==> config.mk <==
export PLATFORM = sky130hd
export DESIGN_NAME = motion_delta_virtual_joystick_unit_flat
export DESIGN_NICKNAME = d
export VERILOG_FILES = /design/src/mdvj_pkg.sv /design/src/mdvj_in_if.sv /design/src/mdvj_out_if.sv /design/src/mdvj_front.sv /design/src/mdvj_queue.sv /design/src/mdvj_back.sv /design/src/motion_delta_virtual_joystick_unit.sv /design/src/flat_wrapper.sv
export SDC_FILE = /design/constraint.sdc
export NUM_CORES = 2
export LEC_CHECK = 0
export ABC_CLOCK_PERIOD_IN_PS = 12700
export BUFFER_PORTS_ARGS = -buffer_cell sky130_fd_sc_hd__buf_4
export CORE_MARGIN = 3
export CORE_UTILIZATION = 35
export DETAILED_ROUTE_END_ITERATION = 10
export GPL_ROUTABILITY_DRIVEN = 0
export SKIP_LAST_GASP = 1
export SLEW_MARGIN = 20
export SYNTH_ARGS = -nofsm -noshare
export SYNTH_HDL_FRONTEND = slang
export SYNTH_SLANG_ARGS = --single-unit
==> constraint.sdc <==
create_clock -name i_clk -period 12.7 [get_ports i_clk]
set_input_delay 1.905 -clock i_clk [delete_from_list [all_inputs] [get_ports i_clk]]
set_output_delay 1.905 -clock i_clk [all_outputs]
set_load 0.02 [all_outputs]
==> src/mdvj_pkg.sv <==
`timescale 1ns / 1ps
// ----------------------------------------------------------------------------
// mdvj_pkg
// shared types, constants and widths of the motion delta virtual joystick
// ----------------------------------------------------------------------------
package mdvj_pkg;

    // fixed-point format of the axis state
    localparam int FRAC_BITS = 8;

    localparam int SUM_W    = 16;
    localparam int AXIS_W   = 16 + FRAC_BITS;
    localparam int GAIN_W   = 33;
    localparam int GAIN_LSH = (FRAC_BITS >= 8) ? FRAC_BITS - 8 : 0;
    localparam int GAIN_RSH = (FRAC_BITS < 8) ? 8 - FRAC_BITS : 0;
    localparam int ACC_W    = 26 + FRAC_BITS;
    localparam int WIDE_W   = ACC_W + GAIN_RSH;
    localparam int GAIN_BIAS = (1 << GAIN_RSH) - 1;

    localparam int DECAY_W  = 9;
    localparam int DECAY_SH = 8;
    localparam int DEC_P_W  = AXIS_W + DECAY_W + 1;
    localparam int DEC_BIAS = (1 << DECAY_SH) - 1;
    localparam logic [DECAY_W-1:0] DECAY_ONE = 9'd256;

    localparam int OUT_BIAS = (1 << FRAC_BITS) - 1;

    // shared multiplier operand widths
    localparam int MUL_A_W = AXIS_W;
    localparam int MUL_B_W = 17;
    localparam int MUL_P_W = MUL_A_W + MUL_B_W;

    localparam int MOTION_BIT = 7;
    localparam logic MODE_RECENTER = 1'b1;

    localparam int CFG_IDX_W  = 3;
    localparam int CFG_DATA_W = 16;

    localparam int QUEUE_DEPTH = 2;
    localparam int Q_PTR_W     = $clog2(QUEUE_DEPTH);
    localparam int Q_CNT_W     = $clog2(QUEUE_DEPTH + 1);

    typedef enum logic [CFG_IDX_W-1:0] {
        CFG_WINDOW_LEN  = 3'd0,
        CFG_DEADZONE    = 3'd1,
        CFG_SENSITIVITY = 3'd2,
        CFG_AXIS_LOWER  = 3'd3,
        CFG_AXIS_UPPER  = 3'd4,
        CFG_EDGE_ZONE   = 3'd5,
        CFG_DECAY       = 3'd6
    } t_cfg_idx;

    typedef struct packed {
        logic        [6:0]  window_len;
        logic        [14:0] deadzone;
        logic        [15:0] sensitivity;
        logic signed [15:0] axis_lower;
        logic signed [15:0] axis_upper;
        logic        [14:0] edge_zone;
        logic        [8:0]  decay;
    } t_cfg;

    localparam t_cfg CFG_RESET = '{
        window_len:  7'd4,
        deadzone:    15'd2,
        sensitivity: 16'd256,
        axis_lower:  16'sh8001,
        axis_upper:  16'sh7FFF,
        edge_zone:   15'd0,
        decay:       9'd256
    };

    // command passed from front to back
    typedef struct packed {
        logic               recenter;
        logic               motion;
        logic signed [15:0] sum_x;
        logic signed [15:0] sum_y;
    } t_cmd;

    typedef enum logic [2:0] {
        ST_IDLE,
        ST_GAIN,
        ST_CLAMP,
        ST_DECAY,
        ST_STORE,
        ST_EMIT
    } t_back_state;

endpackage

==> src/mdvj_in_if.sv <==
`timescale 1ns / 1ps
// ----------------------------------------------------------------------------
// mdvj_in_if
// input channel: motion samples and recenter requests
// ----------------------------------------------------------------------------
interface mdvj_in_if;
    logic               valid;
    logic               ready;
    logic               mode;
    logic        [7:0]  motion_status;
    logic signed [15:0] delta_x;
    logic signed [15:0] delta_y;

    modport source (output valid, mode, motion_status, delta_x, delta_y, input ready);
    modport sink   (input valid, mode, motion_status, delta_x, delta_y, output ready);
endinterface

==> src/mdvj_out_if.sv <==
`timescale 1ns / 1ps
// ----------------------------------------------------------------------------
// mdvj_out_if
// output channel: integer axes and moved flag per window
// ----------------------------------------------------------------------------
interface mdvj_out_if;
    logic               valid;
    logic               ready;
    logic signed [15:0] axis_x_out;
    logic signed [15:0] axis_y_out;
    logic               moved;

    modport source (output valid, axis_x_out, axis_y_out, moved, input ready);
    modport sink   (input valid, axis_x_out, axis_y_out, moved, output ready);
endinterface

==> src/mdvj_front.sv <==
`timescale 1ns / 1ps
// ----------------------------------------------------------------------------
// mdvj_front
// accepts items, accumulates window sums, issues window and recenter commands
// ----------------------------------------------------------------------------
module mdvj_front (
    input  logic              i_clk,
    input  logic              i_rst_n,
    input  mdvj_pkg::t_cfg    i_cfg,
    mdvj_in_if.sink           i_in,
    input  logic              i_q_full,
    output logic              o_q_push,
    output mdvj_pkg::t_cmd    o_q_cmd
);

    logic signed [15:0] r_sum_x, n_sum_x;
    logic signed [15:0] r_sum_y, n_sum_y;
    logic        [6:0]  r_count, n_count;
    logic               r_motion, n_motion;

    logic               accept;
    logic               recenter;
    logic               hit;
    logic signed [15:0] acc_x, acc_y;
    logic        [6:0]  cnt_inc;
    logic        [6:0]  win_len;
    logic               win_end;

    function automatic logic signed [15:0] sat_add(input logic signed [15:0] a,
                                                   input logic signed [15:0] b);
        logic signed [16:0] s;
        s = {a[15], a} + {b[15], b};
        if (s[16] != s[15]) begin
            return s[16] ? 16'sh8000 : 16'sh7FFF;
        end
        return s[15:0];
    endfunction

    assign i_in.ready = !i_q_full;
    assign accept     = i_in.valid && i_in.ready;
    assign recenter   = (i_in.mode == mdvj_pkg::MODE_RECENTER);
    assign hit        = i_in.motion_status[mdvj_pkg::MOTION_BIT];

    always_comb begin
        acc_x   = hit ? sat_add(r_sum_x, i_in.delta_x) : r_sum_x;
        acc_y   = hit ? sat_add(r_sum_y, i_in.delta_y) : r_sum_y;
        cnt_inc = r_count + 7'd1;
        // zero length acts as one
        win_len = (i_cfg.window_len == 7'd0) ? 7'd1 : i_cfg.window_len;
        win_end = (cnt_inc >= win_len);
    end

    always_comb begin
        o_q_push         = accept && (recenter || win_end);
        o_q_cmd.recenter = recenter;
        o_q_cmd.motion   = r_motion || hit;
        o_q_cmd.sum_x    = acc_x;
        o_q_cmd.sum_y    = acc_y;
    end

    always_comb begin
        n_sum_x  = r_sum_x;
        n_sum_y  = r_sum_y;
        n_count  = r_count;
        n_motion = r_motion;
        if (accept && !recenter) begin
            if (win_end) begin
                n_sum_x  = '0;
                n_sum_y  = '0;
                n_count  = '0;
                n_motion = 1'b0;
            end else begin
                n_sum_x  = acc_x;
                n_sum_y  = acc_y;
                n_count  = cnt_inc;
                n_motion = r_motion || hit;
            end
        end
    end

    always_ff @(posedge i_clk) begin
        if (!i_rst_n) begin
            r_sum_x  <= '0;
            r_sum_y  <= '0;
            r_count  <= '0;
            r_motion <= 1'b0;
        end else begin
            r_sum_x  <= n_sum_x;
            r_sum_y  <= n_sum_y;
            r_count  <= n_count;
            r_motion <= n_motion;
        end
    end

endmodule

==> src/mdvj_queue.sv <==
`timescale 1ns / 1ps
// ----------------------------------------------------------------------------
// mdvj_queue
// small command fifo between front and back
// ----------------------------------------------------------------------------
module mdvj_queue (
    input  logic              i_clk,
    input  logic              i_rst_n,
    input  logic              i_push,
    input  mdvj_pkg::t_cmd    i_cmd,
    input  logic              i_pop,
    output logic              o_valid,
    output logic              o_full,
    output mdvj_pkg::t_cmd    o_cmd
);

    mdvj_pkg::t_cmd r_mem [mdvj_pkg::QUEUE_DEPTH];

    logic [mdvj_pkg::Q_PTR_W-1:0] r_wr_ptr, n_wr_ptr;
    logic [mdvj_pkg::Q_PTR_W-1:0] r_rd_ptr, n_rd_ptr;
    logic [mdvj_pkg::Q_CNT_W-1:0] r_count, n_count;

    logic do_push, do_pop;

    assign o_valid = (r_count != '0);
    assign o_full  = (r_count == mdvj_pkg::Q_CNT_W'(mdvj_pkg::QUEUE_DEPTH));
    assign o_cmd   = r_mem[r_rd_ptr];
    assign do_push = i_push && !o_full;
    assign do_pop  = i_pop && o_valid;

    function automatic logic [mdvj_pkg::Q_PTR_W-1:0] ptr_inc(
        input logic [mdvj_pkg::Q_PTR_W-1:0] p);
        if (p == mdvj_pkg::Q_PTR_W'(mdvj_pkg::QUEUE_DEPTH - 1)) begin
            return '0;
        end
        return p + mdvj_pkg::Q_PTR_W'(1);
    endfunction

    always_comb begin
        n_wr_ptr = do_push ? ptr_inc(r_wr_ptr) : r_wr_ptr;
        n_rd_ptr = do_pop ? ptr_inc(r_rd_ptr) : r_rd_ptr;
        n_count  = r_count;
        if (do_push && !do_pop) begin
            n_count = r_count + mdvj_pkg::Q_CNT_W'(1);
        end else if (do_pop && !do_push) begin
            n_count = r_count - mdvj_pkg::Q_CNT_W'(1);
        end
    end

    always_ff @(posedge i_clk) begin
        if (!i_rst_n) begin
            r_wr_ptr <= '0;
            r_rd_ptr <= '0;
            r_count  <= '0;
        end else begin
            r_wr_ptr <= n_wr_ptr;
            r_rd_ptr <= n_rd_ptr;
            r_count  <= n_count;
        end
    end

    always_ff @(posedge i_clk) begin
        if (do_push) begin
            r_mem[r_wr_ptr] <= i_cmd;
        end
    end

endmodule

==> src/mdvj_back.sv <==
`timescale 1ns / 1ps
// ----------------------------------------------------------------------------
// mdvj_back
// axis update sequencer: one shared multiplier for gain and decay, output reg
// ----------------------------------------------------------------------------
module mdvj_back (
    input  logic              i_clk,
    input  logic              i_rst_n,
    input  mdvj_pkg::t_cfg    i_cfg,
    input  logic              i_q_valid,
    input  mdvj_pkg::t_cmd    i_q_cmd,
    output logic              o_q_pop,
    mdvj_out_if.source        o_out
);

    localparam int AW = mdvj_pkg::AXIS_W;
    localparam int CW = mdvj_pkg::ACC_W;
    localparam int WW = mdvj_pkg::WIDE_W;
    localparam int GW = mdvj_pkg::GAIN_W;
    localparam int DW = mdvj_pkg::DEC_P_W;

    mdvj_pkg::t_back_state r_state, n_state;

    logic                                r_sel;
    logic signed [15:0]                  r_sum_x, r_sum_y;
    logic                                r_moved;
    logic signed [AW-1:0]                r_axis_x, r_axis_y;
    logic signed [mdvj_pkg::MUL_P_W-1:0] r_prod;
    logic signed [AW-1:0]                r_acc;
    logic                                r_dec;
    logic                                r_out_valid;
    logic signed [15:0]                  r_out_x, r_out_y;
    logic                                r_out_moved;

    logic                                slot_free;
    logic                                out_load;
    logic                                take_cmd;

    logic signed [15:0]                  sum_sel;
    logic signed [AW-1:0]                axis_sel;
    logic        [16:0]                  sum_ext, sum_mag;
    logic signed [15:0]                  gain_sum;
    logic        [mdvj_pkg::DECAY_W-1:0] decay_eff;
    logic signed [mdvj_pkg::MUL_A_W-1:0] mul_a;
    logic signed [mdvj_pkg::MUL_B_W-1:0] mul_b;
    logic signed [mdvj_pkg::MUL_P_W-1:0] mul_p;

    logic signed [GW-1:0]                gain_p;
    logic signed [WW-1:0]                gain_wide, gain_bias, step_w;
    logic signed [CW-1:0]                step, axis_ext, acc_sum, lim_lo, lim_hi, clamped;

    logic        [AW:0]                  acc_ext, acc_mag, edge_lim;
    logic                                use_decay;
    logic signed [DW-1:0]                dec_p, dec_bias, dec_sh;
    logic signed [AW-1:0]                new_axis;

    logic signed [AW-1:0]                out_bias_x, out_bias_y, out_sh_x, out_sh_y;

    assign slot_free = !r_out_valid || o_out.ready;

    // next state
    always_comb begin
        n_state = r_state;
        unique case (r_state)
            mdvj_pkg::ST_IDLE: begin
                if (i_q_valid && !i_q_cmd.recenter) begin
                    n_state = i_q_cmd.motion ? mdvj_pkg::ST_GAIN : mdvj_pkg::ST_EMIT;
                end
            end
            mdvj_pkg::ST_GAIN:  n_state = mdvj_pkg::ST_CLAMP;
            mdvj_pkg::ST_CLAMP: n_state = mdvj_pkg::ST_DECAY;
            mdvj_pkg::ST_DECAY: n_state = mdvj_pkg::ST_STORE;
            mdvj_pkg::ST_STORE: n_state = r_sel ? mdvj_pkg::ST_EMIT : mdvj_pkg::ST_GAIN;
            mdvj_pkg::ST_EMIT: begin
                if (slot_free) begin
                    n_state = mdvj_pkg::ST_IDLE;
                end
            end
            default: n_state = mdvj_pkg::ST_IDLE;
        endcase
    end

    // fsm outputs
    always_comb begin
        take_cmd = 1'b0;
        out_load = 1'b0;
        unique case (r_state)
            mdvj_pkg::ST_IDLE: take_cmd = i_q_valid;
            mdvj_pkg::ST_EMIT: out_load = slot_free;
            default: begin
                take_cmd = 1'b0;
                out_load = 1'b0;
            end
        endcase
    end

    assign o_q_pop = take_cmd;

    // operand select, deadzone
    always_comb begin
        sum_sel   = r_sel ? r_sum_y : r_sum_x;
        axis_sel  = r_sel ? r_axis_y : r_axis_x;
        sum_ext   = {sum_sel[15], sum_sel};
        sum_mag   = sum_sel[15] ? (17'd0 - sum_ext) : sum_ext;
        gain_sum  = (sum_mag < {2'b00, i_cfg.deadzone}) ? 16'sd0 : sum_sel;
        decay_eff = (i_cfg.decay > mdvj_pkg::DECAY_ONE) ? mdvj_pkg::DECAY_ONE : i_cfg.decay;
    end

    // shared multiplier
    always_comb begin
        if (r_state == mdvj_pkg::ST_DECAY) begin
            mul_a = r_acc;
            mul_b = {{(mdvj_pkg::MUL_B_W - mdvj_pkg::DECAY_W){1'b0}}, decay_eff};
        end else begin
            mul_a = {{(mdvj_pkg::MUL_A_W - mdvj_pkg::SUM_W){gain_sum[15]}}, gain_sum};
            mul_b = {{(mdvj_pkg::MUL_B_W - 16){1'b0}}, i_cfg.sensitivity};
        end
        mul_p = mul_a * mul_b;
    end

    // gain step to axis format, add, clamp
    always_comb begin
        gain_p    = r_prod[GW-1:0];
        gain_wide = {{(WW - GW){gain_p[GW-1]}}, gain_p};
        gain_bias = gain_p[GW-1] ? WW'(mdvj_pkg::GAIN_BIAS) : '0;
        step_w    = ((gain_wide + gain_bias) <<< mdvj_pkg::GAIN_LSH) >>> mdvj_pkg::GAIN_RSH;
        step      = step_w[CW-1:0];
        axis_ext  = {{(CW - AW){axis_sel[AW-1]}}, axis_sel};
        acc_sum   = axis_ext + step;
        lim_lo    = {{(CW - 16){i_cfg.axis_lower[15]}}, i_cfg.axis_lower};
        lim_lo    = lim_lo <<< mdvj_pkg::FRAC_BITS;
        lim_hi    = {{(CW - 16){i_cfg.axis_upper[15]}}, i_cfg.axis_upper};
        lim_hi    = lim_hi <<< mdvj_pkg::FRAC_BITS;
        // lower limit first, upper wins when crossed
        clamped = acc_sum;
        if (clamped < lim_lo) begin
            clamped = lim_lo;
        end
        if (clamped > lim_hi) begin
            clamped = lim_hi;
        end
    end

    // edge zone test and decay rounding toward zero
    always_comb begin
        acc_ext   = {r_acc[AW-1], r_acc};
        acc_mag   = r_acc[AW-1] ? ('0 - acc_ext) : acc_ext;
        edge_lim  = {2'b00, i_cfg.edge_zone, {mdvj_pkg::FRAC_BITS{1'b0}}};
        use_decay = (acc_mag < edge_lim);
        dec_p     = r_prod[DW-1:0];
        dec_bias  = dec_p[DW-1] ? DW'(mdvj_pkg::DEC_BIAS) : '0;
        dec_sh    = (dec_p + dec_bias) >>> mdvj_pkg::DECAY_SH;
        new_axis  = r_dec ? dec_sh[AW-1:0] : r_acc;
    end

    // integer part of the axes, toward zero
    always_comb begin
        out_bias_x = r_axis_x[AW-1] ? AW'(mdvj_pkg::OUT_BIAS) : '0;
        out_bias_y = r_axis_y[AW-1] ? AW'(mdvj_pkg::OUT_BIAS) : '0;
        out_sh_x   = (r_axis_x + out_bias_x) >>> mdvj_pkg::FRAC_BITS;
        out_sh_y   = (r_axis_y + out_bias_y) >>> mdvj_pkg::FRAC_BITS;
    end

    always_ff @(posedge i_clk) begin
        if (!i_rst_n) begin
            r_state     <= mdvj_pkg::ST_IDLE;
            r_sel       <= 1'b0;
            r_axis_x    <= '0;
            r_axis_y    <= '0;
            r_out_valid <= 1'b0;
        end else begin
            r_state <= n_state;
            if (take_cmd) begin
                r_sel <= 1'b0;
                if (i_q_cmd.recenter) begin
                    r_axis_x <= '0;
                    r_axis_y <= '0;
                end
            end
            if (r_state == mdvj_pkg::ST_STORE) begin
                r_sel <= !r_sel;
                if (r_sel) begin
                    r_axis_y <= new_axis;
                end else begin
                    r_axis_x <= new_axis;
                end
            end
            if (out_load) begin
                r_out_valid <= 1'b1;
            end else if (o_out.ready) begin
                r_out_valid <= 1'b0;
            end
        end
    end

    // payload registers
    always_ff @(posedge i_clk) begin
        if (take_cmd) begin
            r_sum_x <= i_q_cmd.sum_x;
            r_sum_y <= i_q_cmd.sum_y;
            r_moved <= i_q_cmd.motion;
        end
        if (r_state == mdvj_pkg::ST_GAIN || r_state == mdvj_pkg::ST_DECAY) begin
            r_prod <= mul_p;
        end
        if (r_state == mdvj_pkg::ST_CLAMP) begin
            r_acc <= clamped[AW-1:0];
        end
        if (r_state == mdvj_pkg::ST_DECAY) begin
            r_dec <= use_decay;
        end
        if (out_load) begin
            r_out_x     <= out_sh_x[15:0];
            r_out_y     <= out_sh_y[15:0];
            r_out_moved <= r_moved;
        end
    end

    assign o_out.valid      = r_out_valid;
    assign o_out.axis_x_out = r_out_x;
    assign o_out.axis_y_out = r_out_y;
    assign o_out.moved      = r_out_moved;

endmodule

==> src/motion_delta_virtual_joystick_unit.sv <==
`timescale 1ns / 1ps
// results: a window-closing sample with motion passes the queue and the back end's gain,
//   clamp, decay and store steps, one without motion only the queue and the emit state; recenter gives no result
// throughput: one item per cycle while the command queue has room; the back end works
//   through four steps per axis (two multiplies) on a motion window and takes a recenter in its idle state
// reset: synchronous active low, clears sums, counters, axes, queue and output valid,
//   and loads the register defaults
// ----------------------------------------------------------------------------
// motion_delta_virtual_joystick_unit
// turns windows of motion sensor deltas into two fixed-point joystick axes
// ----------------------------------------------------------------------------
module motion_delta_virtual_joystick_unit (
    input  logic                               i_clk,
    input  logic                               i_rst_n,
    input  logic                               i_cfg_we,
    input  logic [mdvj_pkg::CFG_IDX_W-1:0]     i_cfg_idx,
    input  logic [mdvj_pkg::CFG_DATA_W-1:0]    i_cfg_data,
    mdvj_in_if.sink                            i_in,
    mdvj_out_if.source                         o_out
);

    // configuration registers
    mdvj_pkg::t_cfg r_cfg;

    // front to queue, queue to back
    logic           q_push;
    mdvj_pkg::t_cmd q_cmd;
    logic           q_full;
    logic           q_valid;
    logic           q_pop;
    mdvj_pkg::t_cmd q_head;

    // register writes, unknown indexes are dropped
    always_ff @(posedge i_clk) begin
        if (!i_rst_n) begin
            r_cfg <= mdvj_pkg::CFG_RESET;
        end else if (i_cfg_we) begin
            unique case (mdvj_pkg::t_cfg_idx'(i_cfg_idx))
                mdvj_pkg::CFG_WINDOW_LEN:  r_cfg.window_len  <= i_cfg_data[6:0];
                mdvj_pkg::CFG_DEADZONE:    r_cfg.deadzone    <= i_cfg_data[14:0];
                mdvj_pkg::CFG_SENSITIVITY: r_cfg.sensitivity <= i_cfg_data;
                mdvj_pkg::CFG_AXIS_LOWER:  r_cfg.axis_lower  <= i_cfg_data;
                mdvj_pkg::CFG_AXIS_UPPER:  r_cfg.axis_upper  <= i_cfg_data;
                mdvj_pkg::CFG_EDGE_ZONE:   r_cfg.edge_zone   <= i_cfg_data[14:0];
                mdvj_pkg::CFG_DECAY:       r_cfg.decay       <= i_cfg_data[8:0];
                default: r_cfg <= r_cfg;
            endcase
        end
    end

    // front: takes every transfer, keeps the window sums
    mdvj_front u_front (
        .i_clk    (i_clk),
        .i_rst_n  (i_rst_n),
        .i_cfg    (r_cfg),
        .i_in     (i_in),
        .i_q_full (q_full),
        .o_q_push (q_push),
        .o_q_cmd  (q_cmd)
    );

    // queue lets the front run on while the back works or the output stalls
    mdvj_queue u_queue (
        .i_clk   (i_clk),
        .i_rst_n (i_rst_n),
        .i_push  (q_push),
        .i_cmd   (q_cmd),
        .i_pop   (q_pop),
        .o_valid (q_valid),
        .o_full  (q_full),
        .o_cmd   (q_head)
    );

    // back: axis state, gain, clamp, decay and the output register
    mdvj_back u_back (
        .i_clk     (i_clk),
        .i_rst_n   (i_rst_n),
        .i_cfg     (r_cfg),
        .i_q_valid (q_valid),
        .i_q_cmd   (q_head),
        .o_q_pop   (q_pop),
        .o_out     (o_out)
    );

`ifndef NO_ASSERTIONS
    // front never writes into a full queue
    a_no_overflow: assert property (@(posedge i_clk) disable iff (!i_rst_n)
        q_push |-> !q_full)
        else $error("command pushed into full queue");

    // a recenter transfer always issues a recenter command
    a_recenter_cmd: assert property (@(posedge i_clk) disable iff (!i_rst_n)
        (i_in.valid && i_in.ready && i_in.mode == mdvj_pkg::MODE_RECENTER)
        |-> (q_push && q_cmd.recenter))
        else $error("recenter transfer without recenter command");

    // a window without motion carries empty sums
    a_idle_window_sums: assert property (@(posedge i_clk) disable iff (!i_rst_n)
        (q_push && !q_cmd.recenter && !q_cmd.motion)
        |-> (q_cmd.sum_x == 16'sd0 && q_cmd.sum_y == 16'sd0))
        else $error("window without motion has nonzero sums");

    // no result right after reset
    a_reset_quiet: assert property (@(posedge i_clk)
        !i_rst_n |=> !o_out.valid)
        else $error("output valid after reset");
`endif

endmodule
==> src/flat_wrapper.sv <==
// flat-port wrapper written by rule: the top's interface ports become plain ports
module motion_delta_virtual_joystick_unit_flat 
  (i_clk, i_rst_n, i_cfg_we, i_cfg_idx, i_cfg_data, i_in_valid, i_in_mode, i_in_motion_status, i_in_delta_x, i_in_delta_y, i_in_ready, o_out_valid, o_out_axis_x_out, o_out_axis_y_out, o_out_moved, o_out_ready);
  mdvj_in_if i_in_i ();
  mdvj_out_if o_out_i ();
  input  logic i_clk;
  input  logic i_rst_n;
  input  logic i_cfg_we;
  input  logic [mdvj_pkg::CFG_IDX_W-1:0] i_cfg_idx;
  input  logic [mdvj_pkg::CFG_DATA_W-1:0] i_cfg_data;
  input wire logic [$bits(i_in_i.valid)-1:0] i_in_valid;
  input wire logic [$bits(i_in_i.mode)-1:0] i_in_mode;
  input wire logic [$bits(i_in_i.motion_status)-1:0] i_in_motion_status;
  input wire logic [$bits(i_in_i.delta_x)-1:0] i_in_delta_x;
  input wire logic [$bits(i_in_i.delta_y)-1:0] i_in_delta_y;
  output wire logic [$bits(i_in_i.ready)-1:0] i_in_ready;
  output wire logic [$bits(o_out_i.valid)-1:0] o_out_valid;
  output wire logic [$bits(o_out_i.axis_x_out)-1:0] o_out_axis_x_out;
  output wire logic [$bits(o_out_i.axis_y_out)-1:0] o_out_axis_y_out;
  output wire logic [$bits(o_out_i.moved)-1:0] o_out_moved;
  input wire logic [$bits(o_out_i.ready)-1:0] o_out_ready;
  assign i_in_i.valid = i_in_valid;
  assign i_in_i.mode = i_in_mode;
  assign i_in_i.motion_status = i_in_motion_status;
  assign i_in_i.delta_x = i_in_delta_x;
  assign i_in_i.delta_y = i_in_delta_y;
  assign i_in_ready = i_in_i.ready;
  assign o_out_valid = o_out_i.valid;
  assign o_out_axis_x_out = o_out_i.axis_x_out;
  assign o_out_axis_y_out = o_out_i.axis_y_out;
  assign o_out_moved = o_out_i.moved;
  assign o_out_i.ready = o_out_ready;
  motion_delta_virtual_joystick_unit u_core (.i_clk(i_clk), .i_rst_n(i_rst_n), .i_cfg_we(i_cfg_we), .i_cfg_idx(i_cfg_idx), .i_cfg_data(i_cfg_data), .i_in(i_in_i), .o_out(o_out_i));
endmodule
== After elaboration in Yosys (flattened, before gate mapping) ==
Memories as Yosys holds them, arrays and structs flattened. A register that Yosys moved wholly into a read port is not among the register bits.
Index checks and enable logic that the tools add are counted.

* Shift-type cells: 0
* Reductions and logical operators: 34
* Multiply operators: 1
* Mux-type cells: 60
* Add/sub/neg operators: 13
* Bitwise gates (word level): 0
* Div/mod/pow operators: 0
* Equality and inequality tests: 16
* $lt $le $gt $ge: 6

{| class="wikitable"
|+ Operators by type and width
! kind !! number
|-
| 24-bit two-way mux || 12
|-
| 16-bit two-way mux || 13
|-
| 24-bit by 9-bit adder with 24-bit output || 2
|-
| 16-bit by 16-bit adder with 17-bit output || 2
|-
| 24-bit by 33-bit adder with 34-bit output || 1
|-
| 34-bit by 24-bit > comparator with 1-bit output || 1
|-
| 34-bit by 24-bit less-than comparator with 1-bit output || 1
|-
| 24-bit by 17-bit multiplier with 34-bit output || 1
|-
| 34-bit two-way mux || 1
|-
| 32-bit by 9-bit adder with 32-bit output || 1
|-
| 25-bit by 23-bit less-than comparator with 1-bit output || 1
|-
| 25-bit two-way mux || 1
|-
| 1-bit by 24-bit subtractor with 25-bit output, first input constant || 1
|-
| 8-bit two-way mux || 3
|-
| 1-bit two-way mux || 19
|-
| 3-bit one-hot mux with 6 select lines || 1
|-
| 17-bit by 15-bit less-than comparator with 1-bit output || 1
|-
| 17-bit two-way mux || 1
|-
| 1-bit by 16-bit subtractor with 17-bit output, first input constant || 1
|-
| 2-bit AND reduction || 8
|-
| 3-bit == test, second input constant || 5
|-
| 7-bit two-way mux || 2
|-
| 3-bit by 2-bit == test with 1-bit output, second input constant || 4
|-
| 3-bit two-way mux || 4
|-
| 18 further kinds || 43
|}

* Logic and storage cells: 160
* Output and inout port bits: 35
* Bits in writable memories: 68
* Bits of input ports: 65
* Memories: 1
* Flip-flop bits (word level): 316
* Bits in latches: 0
* ROM bits: 0

{| class="wikitable"
|+ Memories
! name !! depth !! bits a word !! read ports !! clocked after memory_dff !! wr ports !! line !! source
|-
| u_core.u_queue.r_mem || 2 || 34 || 1 || 1 || 1 || mdvj_queue.sv:17 || <nowiki>mdvj_pkg::t_cmd r_mem [mdvj_pkg::QUEUE_DEPTH];</nowiki>
|}

== Logic depth before layout (Yosys ltp) ==
* Depth in word-level cells: 10
* Mapped depth: 41
* Gate-level depth less buffers: 37

== Cells and area by module ==
Synthesis repeated with hierarchy kept, for this count alone.

* Cell total of the unflattened synthesis: 3718
* Area total of the unflattened synthesis: 35302.6 sq um

{| class="wikitable"
|+ Modules (own cells, without submodules)
! module !! times used !! seq. area each (sq um) !! area each (sq um) !! cells each
|-
| mdvj_back || 1 || 4814.6 || 25150.4 || 2759
|-
| mdvj_front || 1 || 800.8 || 3827.4 || 477
|-
| motion_delta_virtual_joystick_unit || 1 || 1881.8 || 3636.0 || 351
|-
| mdvj_queue || 1 || 2142.1 || 2688.8 || 131
|}

== Least setup slack after synthesis ==
No wires, ideal clock.

* Path type: register to register
* Start: register u_core.u_back.r_sel
* End: register u_core.u_back.r_prod[31] (netlist bit), data pin
* Period minus slack after synthesis: 9.685 ns
* Setup time: 0.260 ns
* Buffers on the path: 6
* Setup slack: 3.015 ns
* Stages on the path, launching flop included: 41
* Required time: 12.440 ns
* Arrival: 9.425 ns
* Path through: dfxtp_1 > buf_2 > buf_1 > buf_1 > clkbuf_1 > clkbuf_1 > a21oi_1 > o31ai_1 > nand2_1 > a21oi_1 > xnor2_1 > ha_1 > a21o_1 > a21o_1 > a211oi_1 > o211ai_1 > o21ai_1 > buf_2 > [5 not listed] > fa_1 > fa_1 > inv_1 > fa_1 > fa_1 > inv_1 > fa_1 > inv_1 > ha_1 > a21o_1 > a21oi_1 > o22ai_1 > a21oi_1 > a21bo_2 > a21o_1 > a211o_1 > a21oi_1 > xnor2_1

* Longest elaborated chain between the ends: 7

{| class="wikitable"
|+ Ends and longest elaborated chain
! item !! line !! source
|-
| start: declaration || mdvj_back.sv:24 || <nowiki>logic r_sel;</nowiki>
|-
| start signal: assignment || mdvj_back.sv:181 || <nowiki>r_sel <= !r_sel;</nowiki>
|-
| 16-bit two-way mux * || mdvj_back.sv:101 || <nowiki>sum_sel = r_sel ? r_sum_y : r_sum_x;</nowiki>
|-
| 1-bit by 16-bit subtractor with 17-bit output || mdvj_back.sv:104 || <nowiki>sum_mag = sum_sel[15] ? (17'd0 - sum_ext) : sum_ext;</nowiki>
|-
| 17-bit two-way mux || mdvj_back.sv:104 ||
|-
| 17-bit by 15-bit less-than comparator with 1-bit output || mdvj_back.sv:105 || <nowiki>gain_sum = (sum_mag < {2'b00, i_cfg.deadzone}) ? 16'sd0 : sum_sel;</nowiki>
|-
| 16-bit two-way mux * || mdvj_back.sv:105 ||
|-
| 24-bit two-way mux * || mdvj_back.sv:111 || <nowiki>if (r_state == mdvj_pkg::ST_DECAY) begin</nowiki>
|-
| 24-bit by 17-bit multiplier with 34-bit output * || mdvj_back.sv:118 || <nowiki>mul_p = mul_a * mul_b;</nowiki>
|-
| via u_core.u_back.mul_p (one bit) || mdvj_back.sv:46 || <nowiki>logic signed [mdvj_pkg::MUL_P_W-1:0] mul_p;</nowiki>
|-
| end signal: assignment || mdvj_back.sv:204 || <nowiki>r_prod <= mul_p;</nowiki>
|-
| end: declaration || mdvj_back.sv:28 || <nowiki>logic signed [mdvj_pkg::MUL_P_W-1:0] r_prod;</nowiki>
|}

The timed path passes the listed nets; every way through them passes the cells marked *.
A chain may end at the register's enable or synchronous reset.

== Final worst setup path ==
* Start: register u_core.u_back.r_sel
* End: register u_core.u_back.r_prod[32] (netlist bit), data pin

Same word-level chain as after synthesis.

==> impl_metrics.json <==
{
  "status": "finished clean",
  "die_w_um": 320,
  "worst_slew_pin_slew_ns": 1.24,
  "swShare_pct": 47.0,
  "wl_per_cell_um": 18.3,
  "slowest_delay_ns": 0.80,
  "combPwrFrac_pct": 58.2,
  "placed_area_um2": 36800,
  "layout.cells.non_filler": 5065,
  "dr.pass1.iters": 5,
  "post_cts_buffers": 0,
  "routed_via_density": 5.18,
  "regArea_um2": 9640,
  "worstPathMaxFanout": 34,
  "overflow": 0,
  "synth_seq_cells": 385,
  "start_util_pct": 35.6,
  "peakVddDrop_v": 0.000163,
  "die_h_um": 320,
  "p_seq_share_pct": 24.7,
  "place_ws_ns": 1.60,
  "synth_nets": 4357,
  "hold_viol_final": 0,
  "p_sw_mw": 3.67,
  "setup_viol": 0,
  "maxCapViolCount": 0,
  "grt_antenna_before_repair": 1,
  "internal_power_mw": 4.14,
  "max_freq_mhz": 89.2,
  "timing.final.crit_share_pct": 88.3,
  "cts.sinks": 385,
  "final_common_cell": "nand2_1",
  "ys_warn_count": 0,
  "powerDensity_nw_per_um2": 204,
  "multi_input_area_um2": 22600,
  "grt_pass1_vias": 25900,
  "timing.final.ws_setup_ns": 1.49,
  "fillers": 9789,
  "routed_wl_um": 92800,
  "p_leak_nw": 16.6,
  "layout-drive-gt1-share_pct": 9.92,
  "fin_tns_setup_ns": 0,
  "cts_root_buf": "clkbuf_16",
  "nets": 4403,
  "startpoint_type": "register",
  "area_delta_synth_final_pct": 10.7,
  "synth_top_flop_cell": "edfxtp_1",
  "crit_path_end_kind": "register",
  "drc": 0,
  "syn_inst": 3708,
  "placementRows": 114,
  "grt_start_max_net_pins": 88,
  "synth_area_um2": 34600,
  "clkLatencyLatePin_ns": 0.59,
  "pin_count": 100,
  "vias": 26200,
  "path_clk_slew_ns": 0.06,
  "cts_tree": "built",
  "async_flop_share_pct": 0,
  "report.final.slew_viol_count": 0,
  "arrival_ns": 11.56,
  "diodes": 0,
  "relSlewSlack_pct": 17.2,
  "rsz0062_at_grt": "false",
  "seq_area_frac_synth_pct": 27.9,
  "min_period_ns": 11.21,
  "htree_levels": 2,
  "worst_clock_skew_ns": 0.0307,
  "crit_required_ns": 13.06,
  "worst-setup-path-type": "reg2reg",
  "cp_common_cell": "fa_1",
  "final_cell_mix": "517 x nand2_1, 512 x inv_1, 323 x fa_1",
  "drt_iter0_markers": 1803,
  "hold_path_class": "reg2reg",
  "synth_edf_count": 193,
  "final_area_um2": 38300,
  "dp.cells": 4984,
  "post-dp-hpwl_um": 71500,
  "grt_pass1_wl_um": 147000,
  "numCtsBuffers": 43,
  "cts_resized": 0,
  "holdWs_ns": 0.460,
  "portBuffers": 92,
  "final_antenna_net_count": 0,
  "avgSynthCellArea_um2": 9.33,
  "cts_hold_buf": 0,
  "p_clk_share_pct": 17.1,
  "cts.path.max_buffers": 3,
  "cpMaxStageDelayCell": "dfxtp_2",
  "synth.distinct_cells": 74,
  "grt.total_usage_pct": 18.1,
  "dieArea_um2": 103000,
  "fp.coreArea_um2": 97300
}
==> synth_stat cells, types with 26 or more instances <==
cell | number | area share [%]
o21a_1 | 41 | 0.89
nor2b_1 | 37 | 0.67
mux2_2 | 108 | 3.5
xor2_1 | 69 | 1.7
fa_1 | 323 | 19
o31ai_1 | 26 | 0.56
a21oi_1 | 130 | 1.9
and2_1 | 71 | 1.3
nor3_1 | 45 | 0.65
nor2_1 | 207 | 2.2
xnor2_1 | 118 | 3.0
o211ai_1 | 30 | 0.65
nand3_1 | 59 | 0.85
a21o_1 | 89 | 1.9
edfxtp_1 | 193 | 17
a21boi_0 | 89 | 1.9
o21ai_0 | 96 | 1.4
nand2_1 | 517 | 5.6
and3_1 | 29 | 0.52
nand2b_1 | 26 | 0.47
ha_1 | 261 | 9.4
dfxtp_1 | 192 | 11
clkbuf_1 | 120 | 1.3
nand4_1 | 31 | 0.56
inv_1 | 512 | 5.6
==> state kept, by name, indices dropped and copies added (netlist names), 16 cells and up, named ones only <==
name	flops
u_core.u_front.r_sum_x	16
u_core.u_queue.r_mem	68
u_core.u_back.r_acc	24
u_core.u_back.r_prod	34
u_core.u_back.r_axis_x	24
u_core.u_back.r_axis_y	24
u_core.u_back.r_sum_y	16
u_core.u_back.r_sum_x	16
u_core.r_cfg	94
u_core.u_back.o_out.axis_y_out	16
u_core.u_front.r_sum_y	16
u_core.u_back.o_out.axis_x_out	16
==> cells by family after synthesis <==
group                      synth area share [%]
AOI/OAI and AO/OA                          13.4
xor gates and xnor gates                   4.73
adders and majority gates                  28.3
buffers and inverters                      7.10
DFF                                        27.9
muxes                                      4.18
and+or+nand+nor                            14.4
==> final cells by class <==
| cell class | count | share of cell area, % |
|---|---|---|
| sequential | 385 | 25.2 |
| clock inverter | 30 | 0.983 |
| inverter | 515 | 5.05 |
| tap | 1276 | 4.17 |
| multi-input combinational | 2671 | 58.9 |
| clock buffer | 50 | 2.98 |
| timing repair buffer | 138 | 2.76 |
==> worst max-delay path: cells and delay by family, from the launching register on <==
family / cells / cell delay [ns]
fa+ha+maj: 9 / 3.98
compound gates: 14 / 3.90
simple gates: 6 / 1.45
flops: 1 / 0.80
mux: 1 / 0.43
buf+inv: 4 / 0.21
xor+xnor: 1 / 0.18
==> power groups by stage <==
stage | combinational (mW) | sequential, mW | clock, mW
6_report | 4.54 | 1.93 | 1.34
5_1_grt | 5.08 | 1.94 | 1.41
4_1_cts | 4.53 | 1.93 | 1.37
3_5_place_dp | 4.51 | 1.95 | 0
3_3_place_gp | 4.44 | 1.95 | 0
2_1_floorplan | 3.21 | 1.78 | 0
==> metal layers <==
| layer | routed length [um] | vias up | GRT usage, % |
|---|---|---|---|
| met5 | 13 | - | 0 |
| met4 | 3390 | 2 | 6.05 |
| met2 | 41400 | 765 | 28.6 |
| li1 | - | 12500 | - |
| met1 | 41800 | 12800 | 25.0 |
| met3 | 6140 | 169 | 3.13 |
==> through the flow <==
stage          total power, mW  util, %
6_report                  7.81     39.4
5_1_grt                   8.44     39.4
4_1_cts                   7.83     39.3
3_5_place_dp              6.46     37.8
3_3_place_gp              6.39     37.8
2_1_floorplan             4.99        -
==> path summary, 6_finish.rpt <==
kind | from | endpoint | slack, ns | depth (start not counted)
max | u_core.u_back.r_sel | u_core.u_back.r_prod[32] | 1.49 | 35
min | u_core.r_cfg[10] | u_core.r_cfg[10] | 0.46 | 2
max reg2reg | u_core.u_back.r_sel | u_core.u_back.r_prod[32] | 1.49 | 35
min reg2reg | u_core.r_cfg[10] | u_core.r_cfg[10] | 0.46 | 2
Note: power is estimated with default switching activity, not from simulation.
